**src/sv/hex_dump_formatter_assert.svh**
```systemverilog
// Assertion macros for the hex dump formatter.
// Included by files that check internal invariants; needs clk and rst_n in scope.
`ifndef HEX_DUMP_FORMATTER_ASSERT_SVH
`define HEX_DUMP_FORMATTER_ASSERT_SVH

// Same-cycle implication, disabled in reset.
`define HDF_ASSERT_NOW(label, ante, cons) \
    label: assert property (@(posedge clk) disable iff (!rst_n) (ante) |-> (cons)) \
        else $error("hex dump formatter check failed");

// Next-cycle implication, disabled in reset.
`define HDF_ASSERT_NEXT(label, ante, cons) \
    label: assert property (@(posedge clk) disable iff (!rst_n) (ante) |=> (cons)) \
        else $error("hex dump formatter check failed");

`endif

```
**src/sv/hdf_pkg.sv**
```systemverilog
// Shared constants, types and character helpers for the hex dump formatter.
// No dependencies.
`timescale 1ns / 1ps

package hdf_pkg;

    localparam int BYTES_PER_LINE = 16;
    localparam int OFFSET_DIGITS  = 8;
    localparam int OFFSET_W       = 32;
    localparam int OFFSET_NIBBLES = OFFSET_W / 4;

    localparam int ADDR_W = $clog2(BYTES_PER_LINE);
    localparam int CNT_W  = $clog2(BYTES_PER_LINE + 1);
    localparam int PAD_W  = $clog2(3 * BYTES_PER_LINE + 1);
    localparam int DIG_W  = $clog2(OFFSET_DIGITS);

    localparam logic [6:0] CH_SPACE   = 7'h20;
    localparam logic [6:0] CH_COLON   = 7'h3a;
    localparam logic [6:0] CH_DOT     = 7'h2e;
    localparam logic [6:0] CH_NEWLINE = 7'h0a;
    localparam logic [6:0] CH_ZERO    = 7'h30;
    localparam logic [6:0] CH_LOWER_A = 7'h61;
    localparam logic [7:0] PRINT_LO   = 8'd32;
    localparam logic [7:0] PRINT_HI   = 8'd126;

    localparam logic CMD_DATA = 1'b0;
    localparam logic CMD_END  = 1'b1;

    // One line run handed from the input side to the emitter.
    typedef struct packed {
        logic              has_bytes;   // data beat: hex digits follow
        logic              start_line;  // offset prefix first
        logic              close;       // line ends after this run
        logic [7:0]        byte_val;
        logic [CNT_W-1:0]  cnt;         // bytes on the line at close
        logic [PAD_W-1:0]  pad;         // padding spaces before separator
    } job_t;

    function automatic logic [6:0] hex_char(input logic [3:0] nib);
        logic [6:0] c;
        if (nib < 4'd10)
            c = CH_ZERO + {3'b000, nib};
        else
            c = CH_LOWER_A + {3'b000, nib - 4'd10};
        return c;
    endfunction

    function automatic logic [3:0] offset_nibble(input logic [OFFSET_W-1:0] off,
                                                 input logic [DIG_W-1:0]    place);
        logic [OFFSET_W-1:0] sh;
        sh = off >> {place, 2'b00};
        return (32'(place) < OFFSET_NIBBLES) ? sh[3:0] : 4'd0;
    endfunction

    function automatic logic [6:0] printable_char(input logic [7:0] b);
        return (b >= PRINT_LO && b <= PRINT_HI) ? b[6:0] : CH_DOT;
    endfunction

endpackage

```
**src/sv/hdf_line_ram.sv**
```systemverilog
// Generic single-port-write, single-port-read synchronous RAM with a registered read.
// No dependencies.
`timescale 1ns / 1ps

module hdf_line_ram #(
    parameter int DEPTH  = 16,
    parameter int DATA_W = 8,
    parameter int ADDR_W = $clog2(DEPTH)
) (
    input  logic              clk,
    input  logic              wr_en,
    input  logic [ADDR_W-1:0] wr_addr,
    input  logic [DATA_W-1:0] wr_data,
    input  logic [ADDR_W-1:0] rd_addr,
    output logic [DATA_W-1:0] rd_data
);

    logic [DATA_W-1:0] mem [DEPTH];
    logic [DATA_W-1:0] rd_data_reg;

    always_ff @(posedge clk)
    begin
        if (wr_en)
        begin
            mem[wr_addr] <= wr_data;
        end
        rd_data_reg <= mem[rd_addr];
    end

    assign rd_data = rd_data_reg;

endmodule

```
**src/sv/hdf_emit.sv**
```systemverilog
// Character sequencer: walks one run and drives the registered output beat.
// Depends on hdf_pkg; reads the line RAM through rd_addr / rd_data.
`timescale 1ns / 1ps

module hdf_emit (
    input  logic                        clk,
    input  logic                        rst_n,
    input  logic                        job_valid,
    input  hdf_pkg::job_t               job,
    input  logic [hdf_pkg::OFFSET_W-1:0] offset,
    output logic                        busy,
    output logic [hdf_pkg::ADDR_W-1:0]  rd_addr,
    input  logic [7:0]                  rd_data,
    output logic                        out_valid,
    input  logic                        out_ready,
    output logic [6:0]                  text_char,
    output logic                        last_of_run
);

    typedef enum logic [3:0] {
        ST_IDLE,
        ST_OFFSET,
        ST_COLON,
        ST_OSPACE,
        ST_HEXHI,
        ST_HEXLO,
        ST_HSPACE,
        ST_PAD,
        ST_SEP,
        ST_PRINT,
        ST_NEWLINE
    } state_t;

    state_t                      state_reg, state_next;
    hdf_pkg::job_t               job_reg, job_next;
    logic [hdf_pkg::DIG_W-1:0]   dig_reg, dig_next;
    logic [hdf_pkg::PAD_W-1:0]   pad_reg, pad_next;
    logic [hdf_pkg::ADDR_W-1:0]  j_reg, j_next;
    logic                        out_valid_reg, out_valid_next;
    logic [6:0]                  char_reg, char_next;
    logic                        last_reg, last_next;
    logic                        emit;
    logic [6:0]                  ch;
    logic                        fin;

    always_comb
    begin
        state_next     = state_reg;
        job_next       = job_reg;
        dig_next       = dig_reg;
        pad_next       = pad_reg;
        j_next         = j_reg;
        out_valid_next = out_valid_reg & ~out_ready;
        char_next      = char_reg;
        last_next      = last_reg;
        ch             = hdf_pkg::CH_SPACE;
        fin            = 1'b0;
        emit           = (state_reg != ST_IDLE) && (!out_valid_reg || out_ready);

        unique case (state_reg)
            ST_IDLE:
            begin
                if (job_valid)
                begin
                    job_next = job;
                    dig_next = hdf_pkg::DIG_W'(hdf_pkg::OFFSET_DIGITS - 1);
                    pad_next = job.pad;
                    j_next   = '0;
                    if (job.has_bytes)
                        state_next = job.start_line ? ST_OFFSET : ST_HEXHI;
                    else
                        state_next = (job.pad != '0) ? ST_PAD : ST_SEP;
                end
            end
            ST_OFFSET:
            begin
                ch = hdf_pkg::hex_char(hdf_pkg::offset_nibble(offset, dig_reg));
                if (emit)
                begin
                    dig_next = dig_reg - 1'b1;
                    if (dig_reg == '0)
                        state_next = ST_COLON;
                end
            end
            ST_COLON:
            begin
                ch = hdf_pkg::CH_COLON;
                if (emit)
                    state_next = ST_OSPACE;
            end
            ST_OSPACE:
            begin
                if (emit)
                    state_next = ST_HEXHI;
            end
            ST_HEXHI:
            begin
                ch = hdf_pkg::hex_char(job_reg.byte_val[7:4]);
                if (emit)
                    state_next = ST_HEXLO;
            end
            ST_HEXLO:
            begin
                ch = hdf_pkg::hex_char(job_reg.byte_val[3:0]);
                if (emit)
                    state_next = ST_HSPACE;
            end
            ST_HSPACE:
            begin
                fin = !job_reg.close;
                if (emit)
                    state_next = job_reg.close ? ST_SEP : ST_IDLE;
            end
            ST_PAD:
            begin
                if (emit)
                begin
                    pad_next = pad_reg - 1'b1;
                    if (pad_reg == hdf_pkg::PAD_W'(1))
                        state_next = ST_SEP;
                end
            end
            ST_SEP:
            begin
                if (emit)
                    state_next = ST_PRINT;
            end
            ST_PRINT:
            begin
                // rd_data holds the entry at j_reg: the RAM is addressed by j_next
                if (hdf_pkg::CNT_W'(j_reg) < job_reg.cnt)
                    ch = hdf_pkg::printable_char(rd_data);
                if (emit)
                begin
                    if (j_reg == hdf_pkg::ADDR_W'(hdf_pkg::BYTES_PER_LINE - 1))
                        state_next = ST_NEWLINE;
                    else
                        j_next = j_reg + 1'b1;
                end
            end
            ST_NEWLINE:
            begin
                ch  = hdf_pkg::CH_NEWLINE;
                fin = 1'b1;
                if (emit)
                    state_next = ST_IDLE;
            end
            default:
            begin
                state_next = ST_IDLE;
            end
        endcase

        if (emit)
        begin
            out_valid_next = 1'b1;
            char_next      = ch;
            last_next      = fin;
        end
    end

    always_ff @(posedge clk or negedge rst_n)
    begin
        if (!rst_n)
        begin
            state_reg     <= ST_IDLE;
            job_reg       <= '0;
            dig_reg       <= '0;
            pad_reg       <= '0;
            j_reg         <= '0;
            out_valid_reg <= 1'b0;
            char_reg      <= '0;
            last_reg      <= 1'b0;
        end
        else
        begin
            state_reg     <= state_next;
            job_reg       <= job_next;
            dig_reg       <= dig_next;
            pad_reg       <= pad_next;
            j_reg         <= j_next;
            out_valid_reg <= out_valid_next;
            char_reg      <= char_next;
            last_reg      <= last_next;
        end
    end

    assign busy        = (state_reg != ST_IDLE);
    assign rd_addr     = j_next;
    assign out_valid   = out_valid_reg;
    assign text_char   = char_reg;
    assign last_of_run = last_reg;

endmodule

```
**src/sv/hex_dump_formatter.sv**
```systemverilog
// Top level of the hex dump formatter: input beat decode, line state, line RAM.
// Depends on hdf_pkg, hdf_line_ram, hdf_emit and hex_dump_formatter_assert.svh.
`timescale 1ns / 1ps
//
//  channel | signals                          | beat
//  --------+----------------------------------+---------------------------------
//  in      | in_valid in_ready cmd data_byte  | one byte, or end of stream
//  out     | out_valid out_ready text_char    | one ASCII character of the dump
//          | last_of_run                      |
//
//  One character leaves per cycle during a run while out_ready is high. An input
//  beat is accepted, then yields its characters: 3 mid-line, 13 on the first
//  byte of a line, 21 on the byte that fills a line, up to 63 on a flush.
//  An end beat on an empty line produces nothing. The character sequencer
//  sets the rate; in_ready is high only while it is idle, but the last
//  character of a run may still sit in the output register.
//  Reset clears the offset, fill count and sequencer; the line RAM is not
//  cleared, since each entry is written on a line before it is shown.
//  Stalls on out_ready freeze the sequencer and hold the output beat.

module hex_dump_formatter (
    input  logic       clk,
    input  logic       rst_n,
    input  logic       in_valid,
    output logic       in_ready,
    input  logic       cmd,
    input  logic [7:0] data_byte,
    output logic       out_valid,
    input  logic       out_ready,
    output logic [6:0] text_char,
    output logic       last_of_run
);

    `include "hex_dump_formatter_assert.svh"

    logic [hdf_pkg::OFFSET_W-1:0] offset_reg, offset_next;
    logic [hdf_pkg::ADDR_W-1:0]   fill_reg, fill_next;

    logic                         accept;
    logic                         line_full;
    logic                         job_valid;
    hdf_pkg::job_t                job;
    logic [hdf_pkg::PAD_W-1:0]    slots;
    logic                         busy;
    logic [hdf_pkg::ADDR_W-1:0]   rd_addr;
    logic [7:0]                   rd_data;

    assign in_ready  = !busy;
    assign accept    = in_valid && in_ready;
    assign line_full = (fill_reg == hdf_pkg::ADDR_W'(hdf_pkg::BYTES_PER_LINE - 1));

    // Padding: three spaces per empty slot, only on a flush.
    assign slots = hdf_pkg::PAD_W'(hdf_pkg::BYTES_PER_LINE) - hdf_pkg::PAD_W'(fill_reg);

    always_comb
    begin
        job            = '0;
        job.byte_val   = data_byte;
        job.has_bytes  = (cmd == hdf_pkg::CMD_DATA);
        job.start_line = (fill_reg == '0);
        job_valid      = 1'b0;
        offset_next    = offset_reg;
        fill_next      = fill_reg;

        if (cmd == hdf_pkg::CMD_DATA)
        begin
            job.close = line_full;
            job.cnt   = hdf_pkg::CNT_W'(fill_reg) + 1'b1;
            job.pad   = '0;
        end
        else
        begin
            job.close = 1'b1;
            job.cnt   = hdf_pkg::CNT_W'(fill_reg);
            job.pad   = (slots << 1) + slots;
        end

        if (accept)
        begin
            if (cmd == hdf_pkg::CMD_DATA)
            begin
                job_valid = 1'b1;
                if (line_full)
                begin
                    // offset is shown only at a line start, never in this run
                    fill_next   = '0;
                    offset_next = offset_reg + hdf_pkg::OFFSET_W'(hdf_pkg::BYTES_PER_LINE);
                end
                else
                begin
                    fill_next = fill_reg + 1'b1;
                end
            end
            else
            begin
                job_valid   = (fill_reg != '0);
                fill_next   = '0;
                offset_next = '0;
            end
        end
    end

    always_ff @(posedge clk or negedge rst_n)
    begin
        if (!rst_n)
        begin
            offset_reg <= '0;
            fill_reg   <= '0;
        end
        else
        begin
            offset_reg <= offset_next;
            fill_reg   <= fill_next;
        end
    end

    // Writes land at accept; reads of a line come only in the later print states,
    // and the read port samples every cycle, so no bypass is needed.
    hdf_line_ram #(
        .DEPTH  (hdf_pkg::BYTES_PER_LINE),
        .DATA_W (8),
        .ADDR_W (hdf_pkg::ADDR_W)
    ) u_line_ram (
        .clk     (clk),
        .wr_en   (accept && (cmd == hdf_pkg::CMD_DATA)),
        .wr_addr (fill_reg),
        .wr_data (data_byte),
        .rd_addr (rd_addr),
        .rd_data (rd_data)
    );

    hdf_emit u_emit (
        .clk         (clk),
        .rst_n       (rst_n),
        .job_valid   (job_valid),
        .job         (job),
        .offset      (offset_reg),
        .busy        (busy),
        .rd_addr     (rd_addr),
        .rd_data     (rd_data),
        .out_valid   (out_valid),
        .out_ready   (out_ready),
        .text_char   (text_char),
        .last_of_run (last_of_run)
    );

    // An end beat on an empty line starts no run.
    `HDF_ASSERT_NEXT(a_empty_flush_idle, accept && cmd == hdf_pkg::CMD_END && fill_reg == '0, in_ready)
    // A flush returns the stream to offset zero at a line start.
    `HDF_ASSERT_NEXT(a_flush_resets, accept && cmd == hdf_pkg::CMD_END, offset_reg == '0 && fill_reg == '0)
    // A data beat always starts a run of characters.
    `HDF_ASSERT_NEXT(a_data_runs, accept && cmd == hdf_pkg::CMD_DATA, busy)

endmodule
```
**config.mk**
```make
export PLATFORM = sky130hd
export DESIGN_NAME = hex_dump_formatter
export DESIGN_NICKNAME = d
export VERILOG_FILES = /design/src/sv/hdf_pkg.sv /design/src/sv/hdf_line_ram.sv /design/src/sv/hdf_emit.sv /design/src/sv/hex_dump_formatter.sv
export VERILOG_INCLUDE_DIRS = /design/src /design/src/sv
export SDC_FILE = /design/constraint.sdc
export NUM_CORES = 1
export LEC_CHECK = 0
export BUFFER_PORTS_ARGS = -buffer_cell sky130_fd_sc_hd__buf_4
export CORE_MARGIN = 2
export CORE_UTILIZATION = 45
export CTS_BUF_LIST = sky130_fd_sc_hd__clkbuf_4 sky130_fd_sc_hd__clkbuf_8
export CTS_CLUSTER_DIAMETER = 120
export DETAILED_ROUTE_END_ITERATION = 12
export PLACE_DENSITY_LB_ADDON = 0.1
export SYNTH_ARGS = -nofsm -noshare
export SYNTH_HDL_FRONTEND = slang
export SYNTH_SLANG_ARGS = --single-unit
```
**constraint.sdc**
```tcl
create_clock -name clk -period 8.2 [get_ports clk]
set_clock_uncertainty 0.15 [all_clocks]
set_input_delay 0.41 -clock clk [delete_from_list [all_inputs] [get_ports clk]]
set_output_delay 0.41 -clock clk [all_outputs]
set_load 0.02 [all_outputs]
```
==> summary.md, run 1 <==
| Metric | Value |
|---|---|
| Outcome | `complete, no violations` |
| Cells on worst reg2reg path | `8` |
| Starting density of the core | `0.460` |
| Synth top area share | `0.380` |
| Area Overhead vs Synth | `11.0%` |
| CP peak stage delay | `840 ps` |
| Critical path's slowest cell | `buf_4` |
| Arr. time, crit path | `roughly 4300 ps` |
| Register area share after synthesis | `0.575` |
| Die H | `about 150 um` |
| Hold path start | `data_byte[3]` |
| GR Overflow Total | `0` |
| I/O pin total | `23` |
| Max_cap viols | `0` |
| Avg Cell Area, Syn | `around 12 um2` |
| FP Rows | `54` |
| Initial antenna violation count | `0` |
| Fillers | `1893` |
| CTS sink count | `208` |
| R2r setup slk | `4200 ps` |
| Met1 Use GR | `0.301` |
| Number of global-route vias before repair | `6812` |
| Clock insertion delay at the later pin of the skew report | `540 ps` |
| Fin. Hold Viols | `0` |
| Final Power | `3.68 mW` |
| CTS buffer count | `37` |
| Cell Chain, Critical Path | `nor4_4, and2_4, o31ai_4, a31oi_4, buf_4, mux2i_1, o22ai_1, or4_1` |
| Wirelength, routed | `25.2 mm` |
| RSZ-0062 raised after global routing | `no` |
| Clock Path Buffers | `3` |
| Post-CTS Setup Repair Bufs | `0` |
| Top FF cell, synth | `edfxtp_1` |
| Yosys reg bits | `approximately 210` |
| # H-tree levels | `2` |
| Met2 usage | `0.346` |
| Leakage | `4.67 nW` |
| Hold path endpoint | `u_line_ram.mem[11][3]` |
| Total track usage | `0.215` |
| Synth unique cells | `just under 70` |
| Routability Congestion | `0.879` |
| Fmax | `between 200 and 300 MHz` |
| Ys async rst share | `0.346` |
| Count of warnings emitted by yosys | `0` |
| Crit. End Element | `flop` |
| Worst Tran Pin Value | `1120 ps` |
| Min Hold Slack | `approximately 53 ps` |
| Drt drc | `0` |
| Final worst path period share | `0.487` |
| Max reg flops | `around 130` |
| Number of synthesized flops with an enable pin | `128` |
| FF-to-FF End | `u_line_ram.rd_data[2]` |
| Total vias in the final route | `6994` |
| GR Layer Usage met3 | `0.0380` |
| Critical path class | `reg -> reg` |
| Post-synthesis net count | `913` |
| Hold path cells | `1` |
| CTS resizes | `0` |
| Number of routed nets with antenna violations | `0` |
| DR iter-0 viols | `495` |
| Final setup violation count | `0` |
| Vias per std cell | `between 5 and 6` |
| Max-Slew Margin vs Limit | `0.252` |
| Critical path depth | `8` |
| CTS tree | `yes` |
| Total negative slack | `0 ps` |
| Largest cells by area after synthesis | `edfxtp_1 (38%), dfrtp_1 (18%), mux2i_1 (6.9%), o21ai_0 (4.0%), ha_1 (3.2%)` |
| Cell taking the most area after synthesis | `edfxtp_1` |
| Final Max Tran Viols | `0` |
| Synth Cell Area | `between 10000 and 15000 um2` |
| Top delay family on crit path | `simple AND/OR/NAND/NOR gates` |
| Die W | `between 150 and 200 um` |
| Most Used Layer, Global Route | `met2` |
| First-pass GRT wire length | `a little under 40 mm` |
| CP bufs+invs | `1` |
| Largest net degree at the start of global routing | `73` |
| PortBufs | `22` |
| Worst vdd ir | `0.135 mV` |
| Final nets | `936` |
| Clock root buffer master | `clkbuf_8` |
| Clk pin slew, worst setup/hold paths | `60 ps` |
| DRT Pass-1 Iters | `4` |
| Antenna diodes | `0` |
| Worst min path class | `in -> reg` |
| Wire length per cell | `20.9 um` |
| Fin crit period | `4000 ps` |
| Share of cells above drive strength 1 | `0.118` |
| Core Area | `22000 um2` |
| DP HPWL | `roughly 17 mm` |
| PD cells | `328 nW/um2` |
| Crit Reg-Reg Startpoint | `u_emit.state_reg[0]` |
| Die area | `23700 um2` |
| Worst EP required | `around 8500 ps` |
| Mapped Cells | `874` |
| Worst setup SP type | `flop` |
| Critical Path Fanout Max | `65` |
## cells by family after synthesis
kind of cell | Yosys count | synth area share
and+or+nand+nor | 244 | 0.124
adders and majority gates | 26 | 0.0322
muxes | 74 | 0.0783
AOI/OAI and AO/OA | 227 | 0.139
DFF | 208 | 0.575
xor gates and xnor gates | 20 | 0.0173
buffers and inverters | 75 | 0.0343
## through the flow
stage	instance area [um2]	instances	utilization	worst slack (ps)
final	11200	1206	0.511	4200
after global routing	11200	1206	0.511	3910
after CTS	11200	1206	0.511	4240
after detailed placement	10400	1137	0.474	4230
after global placement	10400	1137	0.474	4390
after floorplan	10100	874	-	5160
## worst reg2reg max path, cell delays in order (launching register included)
cell and delay [ps]:
dfrtp_1 600, nor4_4 630, and2_4 270, o31ai_4 140
a31oi_4 190, buf_4 840, mux2i_1 390, o22ai_1 130
or4_1 530
## power breakdown
part / internal [mW] / switching [mW]
Combinational: 0.518 / 0.749
Clock: 0.571 / 0.434
Sequential: 1.23 / 0.175
Total: 2.32 / 1.36
## worst max-delay path by stage
stage	startpoint	endpoint	slack [ps]
after floorplan	u_emit.state_reg[0]	u_line_ram.rd_data[6]	5160
after global placement	u_emit.state_reg[0]	u_line_ram.rd_data[0]	4390
after detailed placement	u_emit.state_reg[0]	u_line_ram.rd_data[2]	4230
after CTS	u_emit.state_reg[0]	u_line_ram.rd_data[2]	4240
after global routing	u_emit.state_reg[1]	offset_reg[15]	3910
final	u_emit.state_reg[0]	u_line_ram.rd_data[2]	4200
## cells in the mapped netlist, types with 23 or more instances
master    instances
o21ai_0          80
nand3_1          23
dfrtp_1          72
mux2i_1          70
edfxtp_1        128
clkbuf_1         24
o22ai_1          33
ha_1             26
inv_1            32
nand2_1          73
nor2_1           53
a21oi_1          42
## area by class of cell
class	count	area (um2)	share of cell area
Clock buffer	59	731	0.0651
Sequential cell	208	5810	0.518
Timing Repair Buffer	25	190	0.0170
Clock inverter	9	60.1	0.00535
Multi-Input combinational cell	591	3950	0.352
Inverter	34	128	0.0114
Tap cell	280	350	0.0312
## routing by layer
metal	part of all wire	up-vias
met5	0	-
met4	0.022	0
met3	0.055	43
met2	0.47	188
met1	0.46	3435
li1	-	3328
## cell usage in the layout (no fill, tap or decap), types with 6 or more instances in the layout
master    count
a211oi_1      6
a21oi_1      42
a31oi_1      13
and2_1       11
and3_1       17
buf_4        24
clkbuf_4     13
clkbuf_8     46
dfrtp_1      72
dfxtp_1       8
edfxtp_1    128
ha_1         26
inv_1        32
mux2i_1      70
nand2_1      73
nand2b_1      9
nand3_1      23
nand4_1       9
nor2_1       53
nor2b_1       6
nor3_1       14
o211ai_1      6
o21ai_0      80
o22ai_1      33
o31ai_1       8
or4_1        11
xnor2_1      10
xor2_1       10
## what timing repair did
item,4_1_cts,5_1_grt
hold endpoints to repair,72,0
hold buffers,1,0
endpoints found under the setup margin,0,0
Power figures use the tool's default switching activity.
==> run 2, diff against run 1 <==
--- a/config.mk
+++ b/config.mk
@@ -6,6 +6,7 @@
 export SDC_FILE = /design/constraint.sdc
 export NUM_CORES = 1
 export LEC_CHECK = 0
+export ABC_AREA = 1
 export BUFFER_PORTS_ARGS = -buffer_cell sky130_fd_sc_hd__buf_4
 export CORE_MARGIN = 2
 export CORE_UTILIZATION = 45
==> constraint.sdc (replaced) <==
create_clock -name clk -period 3.7 [get_ports clk]
set_clock_uncertainty 0.15 [all_clocks]
set_input_delay 0.185 -clock clk [delete_from_list [all_inputs] [get_ports clk]]
set_output_delay 0.185 -clock clk [all_outputs]
set_load 0.02 [all_outputs]
==> summary.md, run 2 <==
| Metric | Value |
|---|---|
| Cell taking the most area after synthesis | `edfxtp_1` |
| Number of global-route vias before repair | `8477` |
| Starting density of the core | `0.456` |
| DR iter-0 viols | `691` |
| Number of synthesized flops with an enable pin | `128` |
| Leakage | `5.56 nW` |
| PD cells | `669 nW/um2` |
| Ys async rst share | `0.346` |
| R2r setup slk | `600 ps` |
| Largest net degree at the start of global routing | `73` |
| Mapped Cells | `1299` |
| Max_cap viols | `0` |
| Drt drc | `0` |
| FP Rows | `57` |
| CTS sink count | `~210` |
| Avg Cell Area, Syn | `roughly 8.5 um2` |
| Count of warnings emitted by yosys | `0` |
| Storage element area | `5810 um2` |
| Clock insertion delay at the later pin of the skew report | `530 ps` |
| Final setup violation count | `0` |
| Synth Cell Area | `approximately 11000 um2` |
| Post-Place Cell Area | `11500 um2` |
| Clock root buffer master | `clkbuf_8` |
| Clock Path Buffers | `3` |
| List of most frequent post-synthesis cells | `nand2_1 (268), inv_1 (217), nand3_1 (202), edfxtp_1 (128), nor2_1 (91)` |
| Wirelength, routed | `29.5 mm` |
| Arr. time, crit path | `3420 ps` |
| Synth Area in Simple Gates | `0.258` |
| DP HPWL | `around 20 mm` |
| Die area | `25800 um2` |
| Critical Path Fanout Max | `33` |
| Synth top area share | `0.349` |
| Final Max Tran Viols | `0` |
| RSZ-0062 raised after global routing | `no` |
| Fillers | `around 2200` |
| Outcome | `complete, no violations` |
| Initial antenna violation count | `0` |
| Multi-input logic area | `between 4000 and 5000 um2` |
| Antenna diodes | `0` |
| Worst min path class | `in -> async` |
| Fmax | `about 320 MHz` |
| Total track usage | `0.234` |
| I/O pin total | `23` |
| Setup crit start | `u_emit.state_reg[1]` |
| Core Area | `~24000 um2` |
| Max-Slew Margin vs Limit | `0.329` |
| Die H | `161 um` |
| Post-synthesis net count | `1338` |
| Most numerous cell in the Yosys netlist | `nand2_1` |
| Crit path to | `u_line_ram.rd_data[5]` |
| Top FF cell, synth | `edfxtp_1` |
| FF-to-FF End | `u_line_ram.rd_data[5]` |
| Routability Congestion | `0.882` |
| Final worst path period share | `0.838` |
| Clk pin slew, worst setup/hold paths | `approximately 60 ps` |
| Fin. Hold Viols | `0` |
| Critical path class | `reg -> reg` |
| GR Overflow Total | `0` |
| Largest cells by area after synthesis | `edfxtp_1 (35%), dfrtp_1 (16%), nand3_1 (9.2%), nand2_1 (9.1%), inv_1 (7.4%)` |
| Wire length per cell | `between 15 and 20 um` |
| Fin crit period | `between 3000 and 4000 ps` |
| Cells on worst reg2reg path | `12` |
| Most frequent cells in the layout | `nand2_1 (267), inv_1 (217), nand3_1 (201), edfxtp_1 (128), nor2_1 (91)` |
| Total negative slack | `0 ps` |
| Crit. End Element | `flop` |
| Post-synthesis mux area share | `0` |
| DRT Pass-1 Iters | `7` |
| Yosys reg bits | `208` |
| Final nets | `1386` |
| Crit Reg-Reg Startpoint | `u_emit.state_reg[1]` |
| Share of cells above drive strength 1 | `0.0969` |
| Max reg flops | `128` |
| Synthesized-area fraction occupied by adder cells | `0.0295` |
| # H-tree levels | `2` |
| Commonest non-fill, non-tap cell in the layout | `nand2_1` |
| Die W | `roughly 160 um` |
| PortBufs | `22` |
| First-pass GRT wire length | `47.5 mm` |
| CTS buffer count | `38` |
| Largest family of logic cells by synthesized area | `simple AND/OR/NAND/NOR gates` |
| Total vias in the final route | `8909` |
| Register area share after synthesis | `0.526` |
| Vias per std cell | `5.25` |
| Worst EP required | `4020 ps` |
| Post-synthesis compound-gate area fraction | `0.0785` |
| Worst setup SP type | `flop` |
| Area Overhead vs Synth | `12.5%` |
| Worst Tran Pin Value | `1000 ps` |
| Number of routed nets with antenna violations | `0` |
| Fin area | `approximately 12000 um2` |
| Worst vdd ir | `about 0.32 mV` |
| CTS tree | `yes` |
| Post-Synth XOR/XNOR Area | `0.0103` |
| Synth unique cells | `44` |
==> run 2: cell count changes after synthesis, moves of 10 or more <==
cell,delta
nand2_1,+195
inv_1,+185
nand3_1,+179
mux2i_1,-70
nor2_1,+38
o22ai_1,-22
and3_1,-17
nand3b_1,+17
and2_1,-11
or4_1,-11
buf_2,+10
==> run 2: timing repair <==
item,CTS,global route
hold buffers,12,0
hold endpoints to repair,216,0
gates resized for setup,0,0
buffers inserted,0,0
==> run 2: metrics by stage <==
| step | instances | utilization | hold slack (ps) | power, mW | setup WS, ps |
|---|---|---|---|---|---|
| finish | 1696 | 0.513 | 170 | 8.30 | 600 |
| global route | 1696 | 0.513 | 274 | 8.88 | 299 |
| CTS | 1696 | 0.513 | 219 | 8.34 | 636 |
| detailed placement | 1619 | 0.475 | 240 | 6.04 | 663 |
| global placement | 1619 | 0.475 | 255 | 6.03 | 718 |
| floorplan | 1299 | - | -261 | 5.21 | 1390 |
==> run 2: final cells by class <==
type	instances	share of cell area
Multi-Input combinational cell	824	0.335
Inverter	225	0.0681
Clock inverter	2	0.00101
Timing Repair Buffer	50	0.0327
Tap cell	324	0.0327
Clock buffer	63	0.0628
Sequential cell	208	0.468
==> run 2: worst max-delay path, cell delays in order, from the launching register on <==
cell and delay [ps]:
dfrtp_1 500, nor2_4 180, nand2_2 130, nand2_1 430, inv_1 370, nand2_1 150
nand3_1 110, o21ai_2 90, buf_4 390, nand3_1 200, nand3_1 120, nand3_1 90
nand2_1 90
==> run 2: cell families after synthesis <==
kind of cell / count (synthesis)
and+or+nand+nor: 632
DFF: 208
buffers and inverters: 267
adders and majority gates: 26
AOI/OAI and AO/OA: 153
xor gates and xnor gates: 13
==> run 2: worst min-delay path by stage <==
stage                         endpoint
floorplan                  fill_reg[0]
global placement    u_emit.job_reg[12]
detailed placement  u_emit.job_reg[15]
CTS                        fill_reg[1]
global route        u_emit.job_reg[15]
finish              u_emit.job_reg[12]
==> run 2: layer usage <==
layer,wire length (um),part of all wire,GRT usage
met1,14000,0.47,0.346
met2,12900,0.44,0.355
met3,1960,0.067,0.0382
met4,669,0.023,0.0721
met5,0,0,0
==> run 2: power breakdown <==
part	leakage (nW)	total, mW	switching [mW]	internal, mW
Combinational	2.98	3.04	2.07	0.967
Sequential	2.16	3.00	0.263	2.74
Clock	0.421	2.26	0.941	1.32
Total	5.56	8.30	3.27	5.02
